$ cat config.mk
export PLATFORM = sky130hd
export DESIGN_NAME = key_debounce_press_release_long_unit
export DESIGN_NICKNAME = d
export VERILOG_FILES = /design/src/hw/rtl/kdplr_pkg.sv /design/src/hw/rtl/key_debounce_press_release_long_unit.sv /design/src/hw/rtl/kdplr_lane.sv /design/src/hw/rtl/kdplr_merge.sv
export SDC_FILE = /design/constraint.sdc
export NUM_CORES = 1
export LEC_CHECK = 0
export ABC_AREA = 1
export BUFFER_PORTS_ARGS = -buffer_cell sky130_fd_sc_hd__buf_2
export CORE_MARGIN = 10
export CORE_UTILIZATION = 45
export DETAILED_ROUTE_END_ITERATION = 10
export GPL_TIMING_DRIVEN = 0
export SLEW_MARGIN = 30
export SYNTH_ARGS = -nofsm -noshare
export SYNTH_HDL_FRONTEND = slang
export SYNTH_SLANG_ARGS = --single-unit
$ cat constraint.sdc
create_clock -name clk -period 6.4 [get_ports clk]
set_input_delay 0.32 -clock clk [delete_from_list [all_inputs] [get_ports clk]]
set_output_delay 0.32 -clock clk [all_outputs]
set_load 0.005 [all_outputs]
$ cat src/hw/rtl/kdplr_pkg.sv
// Shared types and constants for the key debounce unit.
package kdplr_pkg;

    localparam int KEY_W  = 2;
    localparam int KIND_W = 2;
    localparam int CFG_W  = 16;
    localparam int ADDR_W = 1;

    localparam logic [KIND_W-1:0] EV_PRESS   = 2'd0;
    localparam logic [KIND_W-1:0] EV_RELEASE = 2'd1;
    localparam logic [KIND_W-1:0] EV_LONG    = 2'd2;

    localparam logic [ADDR_W-1:0] REG_FILTER_TIME = 1'd0;
    localparam logic [ADDR_W-1:0] REG_LONG_TIME   = 1'd1;

    localparam logic [31:0] FILTER_TIME_RST = 32'd5;
    localparam logic [31:0] LONG_TIME_RST   = 32'd100;

    typedef struct packed {
        logic              fire;
        logic [KIND_W-1:0] kind;
    } lane_ev_t;

endpackage

$ cat src/hw/rtl/key_debounce_press_release_long_unit.sv
// Top level: four-key debouncer with press, release and long-press events.
//
//  channel   dir  fields                                    transfer when
//  s_axis    in   tdata: key_down                           tvalid & tready
//  m_axis    out  tdata: key_index; tuser: event_kind;      tvalid & tready
//                 tlast: last_event
//  cfg       in   idx 0 filter_time, idx 1 long_time       cfg_we
//
// A tick is taken on each s_axis transfer; all key lanes update together in that cycle.
// Its events leave one per cycle from the merge stage while m_axis_tready
// is high, at most NUM_KEYS events per tick.
// One tick waits in a holding register while the previous one drains, so
// a stall on m_axis blocks s_axis only once that register is full.
// Reset clears all key state and loads filter_time 5, long_time 100.
module key_debounce_press_release_long_unit #(
    parameter int NUM_KEYS    = 4,
    parameter int COUNT_WIDTH = 16
) (
    input  logic                                    clk,
    input  logic                                    rst_n,
    input  logic                                    s_axis_tvalid,
    output logic                                    s_axis_tready,
    input  logic [((NUM_KEYS + 7) / 8) * 8 - 1:0]  s_axis_tdata,  // key_down
    output logic                                    m_axis_tvalid,
    input  logic                                    m_axis_tready,
    output logic [7:0]                              m_axis_tdata,  // key_index
    output logic [kdplr_pkg::KIND_W-1:0]            m_axis_tuser,  // event_kind
    output logic                                    m_axis_tlast,
    input  logic                                    cfg_we,
    input  logic [kdplr_pkg::ADDR_W-1:0]            cfg_addr,
    input  logic [kdplr_pkg::CFG_W-1:0]             cfg_wdata
);

    logic [COUNT_WIDTH-1:0]                  filter_time_reg;
    logic [COUNT_WIDTH-1:0]                  long_time_reg;
    logic [31:0]                             cfg_ext;
    logic                                    in_xfer;
    kdplr_pkg::lane_ev_t [NUM_KEYS-1:0]      lane_ev;
    logic [kdplr_pkg::KEY_W-1:0]             key_index;

    assign cfg_ext = {{(32 - kdplr_pkg::CFG_W){1'b0}}, cfg_wdata};
    assign in_xfer = s_axis_tvalid && s_axis_tready;

    always_ff @(posedge clk or negedge rst_n)
    begin
        if (!rst_n)
        begin
            filter_time_reg <= kdplr_pkg::FILTER_TIME_RST[COUNT_WIDTH-1:0];
            long_time_reg   <= kdplr_pkg::LONG_TIME_RST[COUNT_WIDTH-1:0];
        end
        else if (cfg_we)
        begin
            case (cfg_addr)
                kdplr_pkg::REG_FILTER_TIME: filter_time_reg <= cfg_ext[COUNT_WIDTH-1:0];
                kdplr_pkg::REG_LONG_TIME:   long_time_reg   <= cfg_ext[COUNT_WIDTH-1:0];
                default: ;
            endcase
        end
    end

    for (genvar k = 0; k < NUM_KEYS; k++)
    begin : g_lane
        kdplr_lane #(
            .COUNT_WIDTH (COUNT_WIDTH)
        ) u_lane (
            .clk         (clk),
            .rst_n       (rst_n),
            .step        (in_xfer),
            .down        (s_axis_tdata[k]),
            .filter_time (filter_time_reg),
            .long_time   (long_time_reg),
            .ev          (lane_ev[k])
        );
    end

    kdplr_merge #(
        .NUM_KEYS (NUM_KEYS)
    ) u_merge (
        .clk        (clk),
        .rst_n      (rst_n),
        .load       (in_xfer),
        .ev         (lane_ev),
        .ready      (s_axis_tready),
        .out_valid  (m_axis_tvalid),
        .out_ready  (m_axis_tready),
        .key_index  (key_index),
        .event_kind (m_axis_tuser),
        .last_event (m_axis_tlast)
    );

    assign m_axis_tdata = {{(8 - kdplr_pkg::KEY_W){1'b0}}, key_index};

    a_tdata_pad: assert property (@(posedge clk) disable iff (!rst_n)
        m_axis_tvalid |-> m_axis_tdata[7:kdplr_pkg::KEY_W] == '0 &&
            (m_axis_tuser == kdplr_pkg::EV_PRESS || m_axis_tuser == kdplr_pkg::EV_RELEASE ||
             m_axis_tuser == kdplr_pkg::EV_LONG))
        else $error("malformed event on output");

    a_cfg_write: assert property (@(posedge clk) disable iff (!rst_n)
        cfg_we && cfg_addr == kdplr_pkg::REG_LONG_TIME |=> $stable(filter_time_reg))
        else $error("long_time write disturbed filter_time");

    a_no_cfg_no_change: assert property (@(posedge clk) disable iff (!rst_n)
        !cfg_we |=> $stable(filter_time_reg) && $stable(long_time_reg))
        else $error("configuration changed without a write");

endmodule

$ cat src/hw/rtl/kdplr_lane.sv
// One key: up/down filter counter, pressed flag and hold counter.
module kdplr_lane #(
    parameter int COUNT_WIDTH = 16
) (
    input  logic                    clk,
    input  logic                    rst_n,
    input  logic                    step,
    input  logic                    down,
    input  logic [COUNT_WIDTH-1:0]  filter_time,
    input  logic [COUNT_WIDTH-1:0]  long_time,
    output kdplr_pkg::lane_ev_t     ev
);

    logic [COUNT_WIDTH-1:0] filter_reg;
    logic [COUNT_WIDTH-1:0] filter_next;
    logic                   pressed_reg;
    logic                   pressed_next;
    logic [COUNT_WIDTH:0]   hold_reg;
    logic [COUNT_WIDTH:0]   hold_next;
    logic [COUNT_WIDTH:0]   long_ext;
    logic [COUNT_WIDTH:0]   long_plus;

    assign long_ext  = {1'b0, long_time};
    assign long_plus = long_ext + (COUNT_WIDTH + 1)'(1);

    always_comb
    begin
        filter_next  = filter_reg;
        pressed_next = pressed_reg;
        hold_next    = hold_reg;
        ev.fire      = 1'b0;
        ev.kind      = kdplr_pkg::EV_PRESS;
        if (down)
        begin
            if (filter_reg < filter_time)
            begin
                filter_next = filter_reg + COUNT_WIDTH'(1);
            end
            else if (!pressed_reg)
            begin
                pressed_next = 1'b1;
                ev.fire      = 1'b1;
                ev.kind      = kdplr_pkg::EV_PRESS;
            end
            else
            begin
                if (hold_reg == long_ext)
                begin
                    ev.fire = 1'b1;
                    ev.kind = kdplr_pkg::EV_LONG;
                end
                // saturate one past the long time so the event fires once per hold
                if (hold_reg < long_plus)
                begin
                    hold_next = hold_reg + (COUNT_WIDTH + 1)'(1);
                end
            end
        end
        else
        begin
            if (filter_reg != '0)
            begin
                filter_next = filter_reg - COUNT_WIDTH'(1);
            end
            else
            begin
                if (pressed_reg)
                begin
                    ev.fire = 1'b1;
                    ev.kind = kdplr_pkg::EV_RELEASE;
                end
                pressed_next = 1'b0;
                hold_next    = '0;
            end
        end
    end

    always_ff @(posedge clk or negedge rst_n)
    begin
        if (!rst_n)
        begin
            filter_reg  <= '0;
            pressed_reg <= 1'b0;
            hold_reg    <= '0;
        end
        else if (step)
        begin
            filter_reg  <= filter_next;
            pressed_reg <= pressed_next;
            hold_reg    <= hold_next;
        end
    end

    // hold only runs while the key is pressed
    a_hold_needs_press: assert property (@(posedge clk) disable iff (!rst_n)
        !pressed_reg |-> hold_reg == '0)
        else $error("hold count running on a released key");

    a_idle_stable: assert property (@(posedge clk) disable iff (!rst_n)
        !step |=> $stable(filter_reg) && $stable(hold_reg) && $stable(pressed_reg))
        else $error("lane state moved without a tick");

    a_press_sets_flag: assert property (@(posedge clk) disable iff (!rst_n)
        step && ev.fire && ev.kind == kdplr_pkg::EV_PRESS |=> pressed_reg)
        else $error("press event without pressed flag");

endmodule

$ cat src/hw/rtl/kdplr_merge.sv
// Event merge: holds one tick's lane events and sends them in key order.
module kdplr_merge #(
    parameter int NUM_KEYS = 4
) (
    input  logic                                   clk,
    input  logic                                   rst_n,
    input  logic                                   load,
    input  kdplr_pkg::lane_ev_t [NUM_KEYS-1:0]     ev,
    output logic                                   ready,
    output logic                                   out_valid,
    input  logic                                   out_ready,
    output logic [kdplr_pkg::KEY_W-1:0]            key_index,
    output logic [kdplr_pkg::KIND_W-1:0]           event_kind,
    output logic                                   last_event
);

    localparam int IDX_W = (NUM_KEYS > 1) ? $clog2(NUM_KEYS) : 1;

    logic                                        pend_valid_reg;
    logic                                        pend_valid_next;
    logic [NUM_KEYS-1:0]                         pend_mask_reg;
    logic [NUM_KEYS-1:0][kdplr_pkg::KIND_W-1:0]  pend_kind_reg;
    logic [NUM_KEYS-1:0]                         emit_mask_reg;
    logic [NUM_KEYS-1:0]                         emit_mask_next;
    logic [NUM_KEYS-1:0][kdplr_pkg::KIND_W-1:0]  emit_kind_reg;
    logic [NUM_KEYS-1:0]                         in_mask;
    logic [NUM_KEYS-1:0]                         rest_mask;
    logic [4:0]                                  sel;
    logic                                        out_xfer;
    logic                                        emit_free;
    logic                                        take;

    always_comb
    begin
        for (int i = 0; i < NUM_KEYS; i++)
        begin
            in_mask[i] = ev[i].fire;
        end
    end

    // lowest pending key goes first
    always_comb
    begin
        sel = '0;
        for (int i = NUM_KEYS - 1; i >= 0; i--)
        begin
            if (emit_mask_reg[i])
            begin
                sel = 5'(i);
            end
        end
    end

    assign rest_mask  = emit_mask_reg & (emit_mask_reg - NUM_KEYS'(1));
    assign out_valid  = |emit_mask_reg;
    assign last_event = (rest_mask == '0);
    assign key_index  = sel[1:0];
    assign event_kind = emit_kind_reg[sel[IDX_W-1:0]];
    assign out_xfer   = out_valid && out_ready;
    assign emit_free  = !out_valid || (out_xfer && last_event);
    assign ready      = !pend_valid_reg || emit_free;
    assign take       = load && (in_mask != '0);

    always_comb
    begin
        emit_mask_next  = emit_mask_reg;
        pend_valid_next = pend_valid_reg;
        if (emit_free)
        begin
            emit_mask_next  = pend_valid_reg ? pend_mask_reg : '0;
            pend_valid_next = 1'b0;
        end
        else if (out_xfer)
        begin
            emit_mask_next = rest_mask;
        end
        if (take)
        begin
            pend_valid_next = 1'b1;
        end
    end

    always_ff @(posedge clk or negedge rst_n)
    begin
        if (!rst_n)
        begin
            pend_valid_reg <= 1'b0;
            emit_mask_reg  <= '0;
        end
        else
        begin
            pend_valid_reg <= pend_valid_next;
            emit_mask_reg  <= emit_mask_next;
        end
    end

    always_ff @(posedge clk)
    begin
        if (emit_free && pend_valid_reg)
        begin
            emit_kind_reg <= pend_kind_reg;
        end
        if (take)
        begin
            pend_mask_reg <= in_mask;
            for (int i = 0; i < NUM_KEYS; i++)
            begin
                pend_kind_reg[i] <= ev[i].kind;
            end
        end
    end

    a_take_holds: assert property (@(posedge clk) disable iff (!rst_n)
        take |=> pend_valid_reg)
        else $error("tick with events was not held");

    a_pend_kept: assert property (@(posedge clk) disable iff (!rst_n)
        pend_valid_reg && !emit_free |=> pend_valid_reg && $stable(pend_mask_reg))
        else $error("waiting events lost");

    a_one_per_xfer: assert property (@(posedge clk) disable iff (!rst_n)
        out_xfer && !last_event |=>
            $countones(emit_mask_reg) == $countones($past(emit_mask_reg)) - 1)
        else $error("transfer did not retire exactly one event");

    a_pend_nonempty: assert property (@(posedge clk) disable iff (!rst_n)
        pend_valid_reg |-> pend_mask_reg != '0)
        else $error("empty tick held");

endmodule
==> run_results.csv <==
group,metric,value,unit
grt,grt.total_usage,21.50,%
drt,drt_pass1_iterations,5,
floorplanning,io_pins,43,
clock_network,clkSlewWorstSetupHoldPaths,0.08,ns
drt,wl,47.30,mm
sta,fin_crit,3.967,ns
clock_network,worstSkewPairLatency,0.46,ns
layout,fin_nets,2445,
logic_synthesis,yosys.area_share.simple,30.55,%
sta,tightest_slew,0.9209,ns
hold_path,hp-class,"in2reg",
grt,grt_pass1_vias,14370,
grt,grt_start_max_net_pins,73,
run,drv_cap,0,
logic_synthesis,syn_area,16090,um2
logic_synthesis,synth_compound_area_share,11.10,%
logic_synthesis,synth-edff-count,20,
layout,largest_reg_flops,68,
critical_path,reg2reg_slack,2.43,ns
sta,hold_viol,0,
floorplanning,die_w,209.1,um
power_and_ir_drop,max-vdd-ir-drop,232.6,uV
logic_synthesis,ys_ff_latch,193,
grt,grt_pass1_wl,76.34,mm
place,dp_hpwl,36.01,mm
logic_synthesis,ys_seq_area_share,30.68,%
clock_network,postCtsSetupBuffers,0,
floorplanning,dieArea,43720,um2
floorplanning,coreArea,35400,um2
critical_path,crit_required,6.79,ns
drt,drt_iter0_markers,965,
logic_synthesis,synth_xor_area_share,6.151,%
clock_network,cts_sinks,193,
floorplanning,fp.dieH,209.1,um
sta,relSlewSlack,38.16,%
logic_synthesis,syn_area_per_cell,7.411,um2
grt,gr-total-overflow,0,
layout,diodes,0,
drt,ant_nets,0,
status,run_status,"completed",
grt,antenna_found_initial,0,
sta,clock.fmax,0.2521,GHz
clock_network,cts-buffers-inserted,17,
logic_synthesis,syn_inst,2171,
critical_path,endpoint_kind,"flip-flop",
sta,setup_violations,0,
logic_synthesis,synthAdderAreaFrac,14.57,%
logic_synthesis,synthFlopType,"dfrtp_1",
logic_synthesis,async_flop_share,89.64,%
layout,fillers,3553,
layout,area_growth_syn_to_layout,9.091,%
clock_network,h-tree-depth,4,
drt,vias_per_cell,5.493,
layout,multi_input_area,10060,um2
clock_network,cts_tree,"yes",
power_and_ir_drop,powerDensity,404.4,nW/um2
place,portBuffers,32,
sta,maxSlewViolCount,0,
layout,drive_gt1_share,7.980,%
layout,regArea,4936,um2
clock_network,clockBufferDepth,2,
sta,period_share,61.99,%
place,routabilityCongestion,0.9275,
clock_network,root_buffer,"clkbuf_16",
sta,rsz0062_at_grt,"false",
logic_synthesis,ys_warn_count,0,
sta,holdWs,0.09030,ns
sta,skew,0.01355,ns
sta,tns,0,ns
drt,wl_per_cell,17.49,um
power_and_ir_drop,p_leak,8.779,nW
critical_path,critPathArrivalTime,4.36,ns
logic_synthesis,synth.area.mux_share,0,%
floorplanning,row_count,69,
critical_path,critPathLaunchType,"flip-flop",
critical_path,critical_path.max_fanout,10,
logic_synthesis,synth_top_family_by_area,"simple AND/OR/NAND/NOR gates",
power_and_ir_drop,totalPowerFinal,7.097,mW
logic_synthesis,ys_types,56,
critical_path,worstSetupPathType,"reg2reg",
drt,drc,0,
drt,vias,14850,
floorplanning,start_util,45.45,%
==> area by class of cell <==
class / count / share of cell area [%]
buffer: 56 / 1.889
clock buffer: 18 / 2.445
inverter: 210 / 4.491
sequential: 193 / 28.12
multi-input combinational: 1717 / 57.30
tap: 461 / 3.286
clock inverter: 14 / 1.126
timing repair buffer: 35 / 1.340
==> metal layers <==
metal	up-vias	share of wire [%]	wire length [um]	track usage (%)
met1	7033	45	21280	27.53
li1	7362	-	-	-
met2	379	47	22250	36.07
met4	0	3.0	1402	7.343
met3	79	5.0	2367	3.355
met5	-	0	0	0
==> cell usage after synthesis (21+ instances only) <==
library cell    n  area share (%)
xor2_1         60             3.3
nand3_1       153             4.8
inv_1         200             4.7
clkbuf_1       21            0.49
ha_1          181              14
nor3_1         38             1.2
nand2_1       605              14
o21ai_0       133             4.1
nand2_2        27             1.0
a21oi_1       102             3.2
nor2_1        161             3.8
dfrtp_1       168              26
xnor2_1        53             2.9
nand4_1        32             1.2
==> stage by stage <==
stage / worst slack [ns] / instances / area [um2] / util (%)
after floorplan: 3.299 / 2176 / 16110 / -
after global placement: 1.938 / 2669 / 16840 / 47.59
after detailed placement: 2.550 / 2671 / 16920 / 47.79
after CTS: 2.515 / 2704 / 17550 / 49.59
after global routing: 2.238 / 2704 / 17550 / 49.59
final: 2.433 / 2704 / 17550 / 49.59
==> logic make-up (layout without fill, tap and decap cells) <==
group	Yosys count	after routing
flip-flops	193	193
AND/OR/NAND/NOR	1096	1096
other	1	6
buffers and inverters	266	333
XOR/XNOR	113	113
adder cells (fa/ha/maj)	185	185
AO/OA/AOI/OAI	317	317
==> worst paths after layout <==
| path | start | to | depth (start not counted) |
|---|---|---|---|
| setup / recovery | long_time_reg[2] | g_lane[2].u_lane.hold_reg[14] | 18 |
| hold / removal | m_axis_tready | u_merge.emit_mask_reg[1] | 2 |
| setup reg to reg | long_time_reg[2] | g_lane[2].u_lane.hold_reg[14] | 18 |
| hold reg to reg | u_merge.pend_kind_reg[5] | u_merge.emit_kind_reg[5] | 0 |
| max in group asynchronous | rst_n | long_time_reg[5] | 4 |
| min in group asynchronous | rst_n | g_lane[0].u_lane.hold_reg[5] | 2 |
==> layout by cell type (no fill, tap or decap), types with 10 or more instances in the layout <==
cell type	n
nand2_2	27
nand3_1	153
dfrtp_1	168
nor3b_1	20
nor4_1	19
xnor2_1	53
inv_1	200
clkbuf_1	18
buf_2	45
o21ai_0	133
a21boi_0	10
nor3_1	38
nand2_1	605
buf_4	14
o22ai_1	18
nand4_1	32
edfxtp_1	20
a21oi_1	102
ha_1	181
xor2_1	60
clkbuf_16	17
nor2_1	161
==> critical path, stage by stage, from the launching register on <==
cell,delay [ns]
dfstp_2,0.52
buf_4,0.15
nand2_1,0.10
nor2_4,0.17
inv_1,0.08
nor2_1,0.08
inv_1,0.09
nor3_2,0.17
nand3_1,0.17
nor3_1,0.23
xor2_1,0.65
ha_1,0.39
a21o_1,0.20
a211oi_2,0.28
nand3_4,0.18
nand2_4,0.15
buf_6,0.16
nand2_1,0.06
nand2_1,0.07
==> repair_timing <==
item,4_1_cts,5_1_grt
hold buffers,1,0
gates resized for setup,0,0
hold endpoints to repair,35,0
==> power breakdown <==
group	leakage [nW]	internal, mW	switching, mW
clock	0.302	0.632	0.549
sequential	2.39	1.62	0.593
combinational	6.08	1.50	2.20
total	8.78	3.75	3.34
(Power assumes the default switching activity.)
